$ cat src/rtl/core/sample_std_deviation_defines.svh
// assertion macros shared by the sample standard deviation rtl
`ifndef SAMPLE_STD_DEVIATION_DEFINES_SVH
`define SAMPLE_STD_DEVIATION_DEFINES_SVH

// same-cycle implication, sampled on the rising clock, off during reset
`define SSD_ASSERT_IMPLY(label, ante, cons) \
   label: assert property (@(posedge clock) disable iff (reset) (ante) |-> (cons)) \
      else $error("sample_std_deviation: implication check failed");

// next-cycle implication, sampled on the rising clock, off during reset
`define SSD_ASSERT_NEXT(label, ante, cons) \
   label: assert property (@(posedge clock) disable iff (reset) (ante) |=> (cons)) \
      else $error("sample_std_deviation: next-cycle check failed");

`endif

$ cat src/rtl/core/ssd_pkg.sv
// types, widths and codes shared by the sample standard deviation modules
package ssd_pkg;

   localparam int MaxSamples  = 65536;
   localparam int SampleBits  = 24;
   localparam int SampleWidth = 24;
   localparam int CountBits   = $clog2(MaxSamples + 1);
   localparam int SumBits     = SampleBits + CountBits - 1;
   localparam int SqSumBits   = 64;
   localparam int AccBits     = 2 * SumBits;
   localparam int FracShift   = 16;
   localparam int DivBits     = AccBits + FracShift;
   localparam int DenBits     = 32;
   localparam int RadBits     = 62;
   localparam int RootBits    = 64;
   localparam int StdDevBits  = 31;
   localparam int StatusBits  = 2;

   localparam int MulASteps   = CountBits;
   localparam int MulBSteps   = SumBits;
   localparam int DivSteps    = DivBits;
   localparam int SqrtSteps   = RadBits / 2 + 1;
   localparam int StepCntBits = $clog2(DivSteps + 1);

   localparam logic [StatusBits-1:0] StatusOk        = 2'd0;
   localparam logic [StatusBits-1:0] StatusNoSamples = 2'd1;
   localparam logic [StatusBits-1:0] StatusOneSample = 2'd2;
   localparam logic [StatusBits-1:0] StatusOverflow  = 2'd3;

   localparam logic [StdDevBits-1:0] StdDevSat = {StdDevBits{1'b1}};

   typedef struct packed {
      logic acc_add;
      logic start;
      logic load_b;
      logic mul_step;
      logic mul_sub;
      logic div_load;
      logic div_step;
      logic sqrt_load;
      logic sqrt_step;
      logic finish;
   } cmd_type;

   typedef struct packed {
      logic few_samples;
   } stat_type;

endpackage

$ cat src/rtl/core/ssd_ctrl.sv
// sequencer for accumulate, multiply, divide, root and result handoff
module ssd_ctrl (
   input  logic               clock,
   input  logic               reset,
   input  logic               req_valid,
   input  logic               req_action,
   output logic               req_ready,
   output logic               rsp_valid,
   input  logic               rsp_ready,
   input  ssd_pkg::stat_type  stat,
   output ssd_pkg::cmd_type   cmd
);

   localparam logic [3:0] StIdle     = 4'd0;
   localparam logic [3:0] StMulA     = 4'd1;
   localparam logic [3:0] StLoadB    = 4'd2;
   localparam logic [3:0] StMulB     = 4'd3;
   localparam logic [3:0] StDivLoad  = 4'd4;
   localparam logic [3:0] StDiv      = 4'd5;
   localparam logic [3:0] StSqrtLoad = 4'd6;
   localparam logic [3:0] StSqrt     = 4'd7;
   localparam logic [3:0] StDone     = 4'd8;

   logic [3:0]                        state_ff, state_in;
   logic [ssd_pkg::StepCntBits-1:0]   step_ff, step_in;
   logic                              rsp_valid_ff, rsp_valid_in;
   logic                              accept;
   logic [ssd_pkg::StepCntBits-1:0]   step_next;

   assign req_ready = (state_ff == StIdle);
   assign rsp_valid = rsp_valid_ff;
   assign accept    = req_valid && req_ready;
   assign step_next = step_ff + ssd_pkg::StepCntBits'(1);

   always_comb begin
      state_in     = state_ff;
      step_in      = step_ff;
      rsp_valid_in = rsp_valid_ff && !rsp_ready;
      cmd          = '0;
      unique case (state_ff)
         StIdle: begin
            step_in = '0;
            if (accept && !req_action) begin
               cmd.acc_add = 1'b1;
            end else if (accept) begin
               cmd.start = 1'b1;
               state_in  = stat.few_samples ? StDone : StMulA;
            end
         end
         StMulA: begin
            cmd.mul_step = 1'b1;
            step_in      = step_next;
            if (step_ff == ssd_pkg::StepCntBits'(ssd_pkg::MulASteps - 1)) begin
               step_in  = '0;
               state_in = StLoadB;
            end
         end
         StLoadB: begin
            cmd.load_b = 1'b1;
            state_in   = StMulB;
         end
         StMulB: begin
            cmd.mul_step = 1'b1;
            cmd.mul_sub  = 1'b1;
            step_in      = step_next;
            if (step_ff == ssd_pkg::StepCntBits'(ssd_pkg::MulBSteps - 1)) begin
               step_in  = '0;
               state_in = StDivLoad;
            end
         end
         StDivLoad: begin
            cmd.div_load = 1'b1;
            state_in     = StDiv;
         end
         StDiv: begin
            cmd.div_step = 1'b1;
            step_in      = step_next;
            if (step_ff == ssd_pkg::StepCntBits'(ssd_pkg::DivSteps - 1)) begin
               step_in  = '0;
               state_in = StSqrtLoad;
            end
         end
         StSqrtLoad: begin
            cmd.sqrt_load = 1'b1;
            state_in      = StSqrt;
         end
         StSqrt: begin
            cmd.sqrt_step = 1'b1;
            step_in       = step_next;
            if (step_ff == ssd_pkg::StepCntBits'(ssd_pkg::SqrtSteps - 1)) begin
               step_in  = '0;
               state_in = StDone;
            end
         end
         StDone: begin
            if (!rsp_valid_ff || rsp_ready) begin
               cmd.finish   = 1'b1;
               rsp_valid_in = 1'b1;
               state_in     = StIdle;
            end
         end
         default: begin
            state_in = StIdle;
            step_in  = '0;
         end
      endcase
   end

   always_ff @(posedge clock) begin
      if (reset) begin
         state_ff     <= StIdle;
         step_ff      <= '0;
         rsp_valid_ff <= 1'b0;
      end else begin
         state_ff     <= state_in;
         step_ff      <= step_in;
         rsp_valid_ff <= rsp_valid_in;
      end
   end

endmodule

$ cat src/rtl/core/ssd_dp.sv
// accumulators, shift-add multiplier, restoring divider and bitwise root
module ssd_dp (
   input  logic                                  clock,
   input  logic                                  reset,
   input  ssd_pkg::cmd_type                      cmd,
   input  logic signed [ssd_pkg::SampleWidth-1:0] req_sample,
   output ssd_pkg::stat_type                     stat,
   output logic [ssd_pkg::StdDevBits-1:0]        rsp_std_dev,
   output logic [ssd_pkg::StatusBits-1:0]        rsp_status,
   output logic [ssd_pkg::CountBits-1:0]         rsp_sample_count
);

   localparam int SW = ssd_pkg::SampleWidth;
   localparam int CB = ssd_pkg::CountBits;
   localparam int SB = ssd_pkg::SumBits;
   localparam int QB = ssd_pkg::SqSumBits;
   localparam int AB = ssd_pkg::AccBits;
   localparam int DB = ssd_pkg::DivBits;
   localparam int NB = ssd_pkg::DenBits;
   localparam int RB = ssd_pkg::RadBits;
   localparam int TB = ssd_pkg::RootBits;
   localparam int OB = ssd_pkg::StdDevBits;

   // accumulated state
   logic [CB-1:0]        count_ff, count_in;
   logic signed [SB-1:0] sum_ff, sum_in;
   logic [QB-1:0]        sqsum_ff, sqsum_in;
   logic                 ovf_ff, ovf_in;

   // finish datapath
   logic [AB-1:0] acc_ff, acc_in;
   logic [AB-1:0] mcand_ff, mcand_in;
   logic [SB-1:0] mplier_ff, mplier_in;
   logic [DB-1:0] num_ff, num_in;
   logic [NB-1:0] rem_ff, rem_in;
   logic [NB-1:0] den_ff, den_in;
   logic [RB-1:0] rad_ff, rad_in;
   logic [TB-1:0] root_ff, root_in;
   logic [TB-1:0] rbit_ff, rbit_in;

   logic [OB-1:0]                  std_dev_ff;
   logic [ssd_pkg::StatusBits-1:0] status_ff;
   logic [CB-1:0]                  count_out_ff;

   logic signed [SW-1:0] x;
   logic [SW-1:0]        mag;
   logic [2*SW-1:0]      square;
   logic [SB-1:0]        smag;
   logic [2*CB-1:0]      den_full;
   logic [NB:0]          trial;
   logic [NB:0]          trial_diff;
   logic                 trial_ge;
   logic [TB:0]          root_sum;
   logic                 root_ge;
   logic                 few;
   logic                 sat;

   assign x      = SW'(signed'(req_sample[ssd_pkg::SampleBits-1:0]));
   assign mag    = x[SW-1] ? SW'(-x) : SW'(x);
   assign square = mag * mag;
   assign smag   = sum_ff[SB-1] ? SB'(-sum_ff) : SB'(sum_ff);

   assign den_full   = count_ff * (count_ff - CB'(1));
   assign trial      = {rem_ff, num_ff[DB-1]};
   assign trial_diff = trial - {1'b0, den_ff};
   assign trial_ge   = (trial >= {1'b0, den_ff});

   assign root_sum = {1'b0, root_ff} + {1'b0, rbit_ff};
   assign root_ge  = ({{(TB + 1 - RB){1'b0}}, rad_ff} >= root_sum);

   assign few = (count_ff < CB'(2));
   assign sat = |num_ff[DB-1:RB];

   assign stat.few_samples = few;

   // sample accumulation, cleared by finish
   always_comb begin
      count_in = count_ff;
      sum_in   = sum_ff;
      sqsum_in = sqsum_ff;
      ovf_in   = ovf_ff;
      if (cmd.finish) begin
         count_in = '0;
         sum_in   = '0;
         sqsum_in = '0;
         ovf_in   = 1'b0;
      end else if (cmd.acc_add) begin
         if (count_ff == CB'(ssd_pkg::MaxSamples)) begin
            ovf_in = 1'b1;
         end else begin
            count_in = count_ff + CB'(1);
            sum_in   = sum_ff + SB'(x);
            sqsum_in = sqsum_ff + QB'(square);
         end
      end
   end

   // n * s2 - s1 * s1, one multiplier bit a cycle
   always_comb begin
      acc_in    = acc_ff;
      mcand_in  = mcand_ff;
      mplier_in = mplier_ff;
      if (cmd.start) begin
         acc_in    = '0;
         mcand_in  = AB'(sqsum_ff);
         mplier_in = SB'(count_ff);
      end else if (cmd.load_b) begin
         mcand_in  = AB'(smag);
         mplier_in = smag;
      end else if (cmd.mul_step) begin
         if (mplier_ff[0]) begin
            acc_in = cmd.mul_sub ? (acc_ff - mcand_ff) : (acc_ff + mcand_ff);
         end
         mcand_in  = {mcand_ff[AB-2:0], 1'b0};
         mplier_in = {1'b0, mplier_ff[SB-1:1]};
      end
   end

   // restoring division, quotient shifts into the numerator register
   always_comb begin
      num_in = num_ff;
      rem_in = rem_ff;
      den_in = den_ff;
      if (cmd.div_load) begin
         num_in = {acc_ff, {ssd_pkg::FracShift{1'b0}}};
         rem_in = '0;
         den_in = den_full[NB-1:0];
      end else if (cmd.div_step) begin
         num_in = {num_ff[DB-2:0], trial_ge};
         rem_in = trial_ge ? trial_diff[NB-1:0] : trial[NB-1:0];
      end
   end

   // floor square root, two radicand bits a cycle
   always_comb begin
      rad_in  = rad_ff;
      root_in = root_ff;
      rbit_in = rbit_ff;
      if (cmd.sqrt_load) begin
         rad_in  = num_ff[RB-1:0];
         root_in = '0;
         rbit_in = TB'(1) << RB;
      end else if (cmd.sqrt_step) begin
         if (root_ge) begin
            rad_in  = rad_ff - root_sum[RB-1:0];
            root_in = (root_ff >> 1) + rbit_ff;
         end else begin
            root_in = root_ff >> 1;
         end
         rbit_in = rbit_ff >> 2;
      end
   end

   always_ff @(posedge clock) begin
      if (reset) begin
         count_ff <= '0;
         sum_ff   <= '0;
         sqsum_ff <= '0;
         ovf_ff   <= 1'b0;
      end else begin
         count_ff <= count_in;
         sum_ff   <= sum_in;
         sqsum_ff <= sqsum_in;
         ovf_ff   <= ovf_in;
      end
   end

   always_ff @(posedge clock) begin
      acc_ff    <= acc_in;
      mcand_ff  <= mcand_in;
      mplier_ff <= mplier_in;
      num_ff    <= num_in;
      rem_ff    <= rem_in;
      den_ff    <= den_in;
      rad_ff    <= rad_in;
      root_ff   <= root_in;
      rbit_ff   <= rbit_in;
   end

   // result register
   always_ff @(posedge clock) begin
      if (cmd.finish) begin
         count_out_ff <= count_ff;
         if (count_ff == '0) begin
            std_dev_ff <= '0;
            status_ff  <= ssd_pkg::StatusNoSamples;
         end else if (few) begin
            std_dev_ff <= '0;
            status_ff  <= ssd_pkg::StatusOneSample;
         end else begin
            std_dev_ff <= sat ? ssd_pkg::StdDevSat : root_ff[OB-1:0];
            status_ff  <= ovf_ff ? ssd_pkg::StatusOverflow : ssd_pkg::StatusOk;
         end
      end
   end

   assign rsp_std_dev      = std_dev_ff;
   assign rsp_status       = status_ff;
   assign rsp_sample_count = count_out_ff;

endmodule

$ cat src/rtl/core/sample_std_deviation.sv
// top level of the sample standard deviation accumulator
// add beats: one per cycle while idle, no result; accumulate is one square, two adds and a count increment
// finish with two or more samples: the sequencer runs the serial multiply n * s2, load,
//   serial multiply s1 * s1, divider load, restoring divide, root load and root steps,
//   then the handoff state raises rsp_valid; no request beat is taken meanwhile
// finish with fewer than two samples: the sequencer goes straight to the handoff state
`include "sample_std_deviation_defines.svh"

module sample_std_deviation (
   input  logic                                   clock,
   input  logic                                   reset,
   // request beats: action 0 adds a sample, action 1 finishes
   input  logic                                   req_valid,
   output logic                                   req_ready,
   input  logic                                   req_action,
   input  logic signed [ssd_pkg::SampleWidth-1:0] req_sample,
   // response beats, one per finish
   output logic                                   rsp_valid,
   input  logic                                   rsp_ready,
   output logic [ssd_pkg::StdDevBits-1:0]         rsp_std_dev,
   output logic [ssd_pkg::StatusBits-1:0]         rsp_status,
   output logic [ssd_pkg::CountBits-1:0]          rsp_sample_count
);

   // reset (synchronous, active high) clears count, sums, overflow, sequencer and rsp_valid

   // command and status between sequencer and datapath
   ssd_pkg::cmd_type  cmd;
   ssd_pkg::stat_type stat;

   // sequencer: takes beats only when idle, holds rsp_valid
   ssd_ctrl u_ctrl (
      .clock      (clock),
      .reset      (reset),
      .req_valid  (req_valid),
      .req_action (req_action),
      .req_ready  (req_ready),
      .rsp_valid  (rsp_valid),
      .rsp_ready  (rsp_ready),
      .stat       (stat),
      .cmd        (cmd)
   );

   // datapath: running sums, variance numerator, divide, root, result register
   ssd_dp u_dp (
      .clock            (clock),
      .reset            (reset),
      .cmd              (cmd),
      .req_sample       (req_sample),
      .stat             (stat),
      .rsp_std_dev      (rsp_std_dev),
      .rsp_status       (rsp_status),
      .rsp_sample_count (rsp_sample_count)
   );

   // a finish beat always takes the sequencer out of idle
   `SSD_ASSERT_NEXT(a_busy_after_finish, req_valid && req_ready && req_action, !req_ready)
   // a new response is only loaded from a busy sequencer
   `SSD_ASSERT_IMPLY(a_load_while_busy, $rose(rsp_valid), !$past(req_ready))
   // an empty finish reports nothing but the status
   `SSD_ASSERT_IMPLY(a_empty_result, rsp_valid && (rsp_status == ssd_pkg::StatusNoSamples), (rsp_std_dev == '0) && (rsp_sample_count == '0))

endmodule
$ cat config.mk
export PLATFORM = sky130hd
export DESIGN_NAME = sample_std_deviation
export DESIGN_NICKNAME = d
export VERILOG_FILES = /design/src/rtl/core/ssd_pkg.sv /design/src/rtl/core/ssd_ctrl.sv /design/src/rtl/core/ssd_dp.sv /design/src/rtl/core/sample_std_deviation.sv
export VERILOG_INCLUDE_DIRS = /design/src /design/src/rtl/core
export SDC_FILE = /design/constraint.sdc
export NUM_CORES = 2
export LEC_CHECK = 0
export ABC_AREA = 1
export BUFFER_PORTS_ARGS = -buffer_cell sky130_fd_sc_hd__buf_4
export CAP_MARGIN = 20
export CORE_UTILIZATION = 40
export CTS_BUF_LIST = sky130_fd_sc_hd__clkbuf_8
export DETAILED_ROUTE_END_ITERATION = 16
export GPL_TIMING_DRIVEN = 0
export PLACE_DENSITY = 0.63
export SYNTH_ARGS = -nofsm -noshare
export SYNTH_HDL_FRONTEND = slang
export SYNTH_SLANG_ARGS = --single-unit
$ cat constraint.sdc
create_clock -name clock -period 10.11 [get_ports clock]
set_input_delay 1.5165 -clock clock [delete_from_list [all_inputs] [get_ports clock]]
set_output_delay 1.5165 -clock clock [all_outputs]
set_load 0.1 [all_outputs]
# Word-level counts from Yosys, hierarchy flattened
# Index checks and enable logic that the tools add are counted.
[totals]
regBits = 702
inputBits = 29
word_cells = 135
[op_classes]
n_addsub = 13
n_mul = 2
magnitude_cmp = 3
eq_ne = 20
muxes = 48
bitwise_logic = 2
n_reduce_logical = 25
[op_table]
columns = ["op", "count"]
rows = [
  ["64-bit 2-to-1 mux", 4],
  ["96-bit 2-to-1 mux", 2],
  ["62-bit 2-to-1 mux", 3],
  ["40-bit 2-to-1 mux", 3],
  ["80-bit adder", 1],
  ["80-bit 2-to-1 mux", 1],
  ["80-bit subtractor", 1],
  ["64-bit by 63-bit adder with 65-bit output", 1],
  ["62-bit by 65-bit greater-or-equal comparator with 1-bit output", 1],
  ["63-bit by 63-bit adder with 64-bit output", 1],
  ["64-bit by 48-bit adder with 64-bit output", 1],
  ["62-bit subtractor", 1],
  ["24-bit by 24-bit multiplier with 48-bit output", 1],
  ["40-bit by 24-bit adder with 40-bit output", 1],
  ["40-bit negation", 1],
  ["4-bit case mux with 9 select lines", 1],
  ["7-bit case mux with 5 select lines", 1],
  ["17-bit by 34-bit multiplier with 32-bit output", 1],
  ["34-bit OR reduction", 1],
  ["33-bit by 32-bit greater-or-equal comparator with 1-bit output", 1],
  ["32-bit 2-to-1 mux", 1],
  ["4-bit 2-to-1 mux", 8],
  ["32-bit subtractor", 1],
  ["31-bit 2-to-1 mux", 1],
  ["other kinds (33)", 74],
]

# Depth between registers and ports, before layout
[logic_depth]
word_depth = 6
depth_mapped = 45
depth_no_buf = 44

# By module
# A second synthesis with hierarchy kept.
[unflattened]
cells_unflattened = 11831
hier_area_um2 = 83164.8
[by_module_without_submodules]
columns = ["mod", "n_inst", "cells_each", "area_each_um2", "seq_area_each_um2"]
rows = [
  ["ssd_dp", 1, 11689, 82271.4, 16836.1],
  ["ssd_ctrl", 1, 142, 893.4, 240.2],
]

# Worst setup path before layout
# No wires, ideal clock.
[synth_timing]
kind = "input to register"
start = "input req_sample[0] in the netlist's numbering"
end = "register u_dp.sqsum_ff[32]"
arrival_time_ns = 8.794
path_slack_ns = 1.200
path_stages = 41
n_path_buf = 2
path_cell_list = "clkinv_1 -> clkbuf_1 -> ha_1 -> inv_1 -> nor2_2 -> inv_1 -> nor2_1 -> inv_1 -> nor3_2 -> xor2_1 -> nand2_1 -> nand2_1 -> buf_2 -> nor2_1 -> fa_1 -> inv_1 -> fa_1 -> inv_1 -> [... 5 more ...] -> fa_1 -> inv_1 -> fa_1 -> inv_1 -> ha_1 -> nand2_1 -> nor2_1 -> inv_1 -> nor2_1 -> inv_1 -> o21ai_0 -> a21oi_1 -> o21ai_0 -> nand2_1 -> nand2_1 -> nor2_1 -> o21ai_0 -> inv_1"
[synth_between]
elab_chain_len = 4
[synth_rtl]
columns = ["item", "line_no", "source"]
rows = [
  ["start, declared", "sample_std_deviation.sv:16", "input logic signed [ssd_pkg::SampleWidth-1:0] req_sample,"],
  ["24-bit negation", "ssd_dp.sv:59", "assign mag = x[SW-1] ? SW'(-x) : SW'(x);"],
  ["24-bit 2-to-1 mux (*)", "ssd_dp.sv:59", ""],
  ["24-bit by 24-bit multiplier with 48-bit output (*)", "ssd_dp.sv:60", "assign square = mag * mag;"],
  ["64-bit by 48-bit adder with 64-bit output (*)", "ssd_dp.sv:93", "sqsum_in = sqsum_ff + QB'(square);"],
  ["end signal, assigned", "ssd_dp.sv:163", "sqsum_ff <= sqsum_in;"],
  ["end, declared", "ssd_dp.sv:27", "logic [QB-1:0] sqsum_ff, sqsum_in;"],
]
# Every way passes the cells marked *; elsewhere a longest branch is shown, timed or not.
# A chain may end at the register's enable or synchronous reset.

# Worst setup path in the final report
[layout_timing]
start = "input req_sample[0] in the netlist's numbering"
end = "register u_dp.sqsum_ff[61]"
# Same word-level chain as after synthesis.

==> impl_metrics.csv <==
group,metric,value,unit
routing,viasPerCell,5.333,
worst_setup_path,crit_type,"in2reg",
routing,drc,0,
synth,yosysUniqueCellTypes,70,
synth,synth_cells,11498,
synth,netlist_area,82770,um^2
timing,setup_viol,0,
floorplan,ioPinCount,81,
layout,finalNetCount,13123,
clocking,cts_tree,"yes",
floorplan,die_height,456.9,um
synth,ys_ff_latch,701,
placement,io_buffers,80,
synth,async_flop_share,0,
synth,syn_avg_cell_area,7.198,um^2
routing,drt-wirelength-per-cell,21.09,um
timing,timing.hold.ws,0.4738,ns
clocking,cts_buffer_depth,3,
timing,finalCritPeriodShare,0.9675,
clocking,cts_num_sinks,701,
placement,gp_congestion,1.061,
flow_run,maxCapViolCount,0,
worst_setup_path,cp.required,10.97,ns
global_route,grt_overflow_total,0,
clocking,clockRootBuffer,"clkbuf_8",
worst_setup_path,crit_arrival,10.64,ns
hold_path,min_from,"u_dp.num_ff[8]",
worst_setup_path,r2r_start,"u_dp.count_ff[0]",
synth,synth.area.top_cells,"fa_1 19%, edfxtp_1 11%, inv_1 11%",
layout,post-route-util,0.4390,
layout,final_common_cell,"inv_1",
clocking,clk_latency,0.92,ns
global_route,grt_max_degree,65,
routing,antenna_left,0,
worst_setup_path,crit_path_start,"req_sample[0]",
global_route,grt_pass1_wl,461000,um
worst_setup_path,end_kind,"flop",
floorplan,rows,166,
clocking,postCtsHoldBufs,0,
floorplan,start_util,0.4033,
timing,fmax,102.2,MHz
timing,slew_viol_final,0,
global_route,grt_usage,0.2906,
synth,netlist.area_leader.share,0.1855,
layout,fillers,21542,
clocking,cts_max_level,4,
global_route,grt_pass1_vias,76651,
timing,fin_worst_skew,0.06663,ns
synth,synth.yosys.warnings,0,
worst_setup_path,critPathSlowestCell,"fa_1",
synth,ys_seq_area_frac,0.2063,
timing,post-route-min-period,9.781,ns
hold_path,hp-class,"reg2reg",
worst_setup_path,cp_max_fo,10,
layout,design_area,90090,um^2
clocking,path_clk_slew,0.07,ns
status,status,"complete, no violations",
synth,synth_flop_cell,"dfxtp_1",
placement,dp_hpwl,259400,um
timing,rsz0062_at_grt,"false",
clocking,cts_buffers,133,
placement,placed_cell_area,87180,um^2
synth,synth_edf_count,304,
worst_setup_path,max_stage_delay,0.57,ns
routing,drt_iter0_markers,6564,
global_route,antenna_found_initial,7,
timing,hold_violations,0,
layout,area_growth,8.850,%
timing,tightest_slew,1.245,ns
floorplan,die_area,208700,um^2
timing,relSlewSlack,0.1697,
floorplan,die_x,456.9,um
routing,num_vias,77781,
worst_setup_path,start_kind,"input pin",
layout,final_layout_size_suffix_gt1_frac,0.04708,
routing,routed_wl,307600,um
routing,first_pass_iters,6,
floorplan,core,205200,um^2
synth,synth_top_cell_by_area,"fa_1",
layout,mostFrequentLayoutCells,"2411 x inv_1, 2110 x nand2_1, 1179 x nor2_1",
## per-stage QoR
stage	setup slack (ns)	setup TNS (ns)	cells
2_1_floorplan	1.200	0	11551
3_5_place_dp	-1.616	-58.17	14334
6_report	0.3289	0	14585
4_1_cts	0.02151	0	14580
3_3_place_gp	-2.518	-232.38	14319
5_1_grt	0.0009655	0	14585
## routing by layer
layer  vias up  routed length, um  track usage
met2      2806             141600       0.4770
met5         -                 41            0
li1      37272                  -            -
met4         6              19700       0.1684
met1     36992             126100       0.3622
met3       705              20210      0.04398
## logic make-up after synthesis
kind of cell               after synthesis  synth area share
and+or+nand+nor                       4326            0.2203
buffers and inverters                 2719            0.1259
AOI/OAI and AO/OA                     2090            0.1428
adders and majority gates             1311            0.2678
DFF                                    701            0.2063
xor gates and xnor gates               349           0.03693
other                                    2        0.00009074
## Yosys cell counts (8+ instances only)
| library cell | count |
|---|---|
| a211oi_1 | 8 |
| a21boi_0 | 20 |
| a21o_1 | 50 |
| a21oi_1 | 778 |
| a22o_1 | 26 |
| a22oi_1 | 9 |
| a31o_2 | 8 |
| a31oi_1 | 50 |
| a32o_1 | 17 |
| and2_1 | 9 |
| and3_1 | 11 |
| buf_1 | 15 |
| buf_2 | 55 |
| buf_4 | 10 |
| buf_6 | 13 |
| clkbuf_1 | 227 |
| clkinv_1 | 11 |
| dfxtp_1 | 397 |
| edfxtp_1 | 304 |
| fa_1 | 767 |
| ha_1 | 544 |
| inv_1 | 2363 |
| inv_2 | 18 |
| nand2_1 | 2116 |
| nand2_2 | 17 |
| nand3_1 | 516 |
| nand3b_1 | 19 |
| nand4_1 | 168 |
| nor2_1 | 1180 |
| nor2_2 | 22 |
| nor3_1 | 98 |
| nor3_2 | 12 |
| nor4_1 | 73 |
| o211ai_1 | 105 |
| o21a_1 | 20 |
| o21ai_0 | 759 |
| o21ai_1 | 40 |
| o21bai_1 | 91 |
| o221ai_1 | 41 |
| o22ai_1 | 32 |
| o31ai_1 | 10 |
| or2_2 | 56 |
| xnor2_1 | 102 |
| xor2_1 | 247 |
## sequential cells by signal (all words and copies together) (netlist names)
name                   flops
u_dp.num_ff               96
u_dp.acc_ff               80
u_dp.mcand_ff             80
u_dp.root_ff              64
u_dp.sqsum_ff             64
u_dp.rad_ff               62
u_dp.mplier_ff            40
u_dp.sum_ff               40
u_dp.rbit_ff              32
u_dp.rem_ff               32
u_dp.den_ff               31
u_dp.rsp_std_dev          31
u_dp.count_ff             17
u_dp.rsp_sample_count     17
u_ctrl.step_ff             7
u_ctrl.state_ff            4
u_dp.rsp_status            2
u_ctrl.rsp_valid           1
u_dp.ovf_ff                1
## critical path, delay by kind of cell
family / cells / cell delay [ns]
and+or+nand+nor: 13 / 1.60
AOI/OAI and AO/OA: 5 / 1.14
buffers and inverters: 12 / 1.85
adders and majority gates: 9 / 4.29
xor gates and xnor gates: 1 / 0.22
## what timing repair did
action / CTS / global route
gates resized for setup: 8 / 31
setup buffers: 0 / 0
setup endpoints to repair: 39 / 35
pin swaps: 0 / 0
gates cloned: 0 / 0
## area by class of cell
class                           count  area, um^2  area share
Multi-Input combinational cell   8131       55550      0.6166
Clock buffer                      147        2023     0.02246
Inverter                         2392        8989     0.09977
Clock inverter                     99       785.8    0.008722
Tap cell                         2688        3363     0.03733
Antenna cell                        3       7.507  0.00008333
Timing Repair Buffer               98       842.1    0.009347
Buffer                            326        1459     0.01619
Sequential cell                   701       17080      0.1895
## path summary, 6_finish.rpt
kind | end | slack, ns | cells past startpoint
min | u_dp.num_ff[8] | 0.47 | 2
max reg2reg | u_dp.den_ff[31] | 0.67 | 31
min reg2reg | u_dp.num_ff[8] | 0.47 | 2
max | u_dp.sqsum_ff[61] | 0.33 | 40
Power is not shown: default switching activity piles up to over one toggle a cycle in this logic, so the estimate is an artifact.
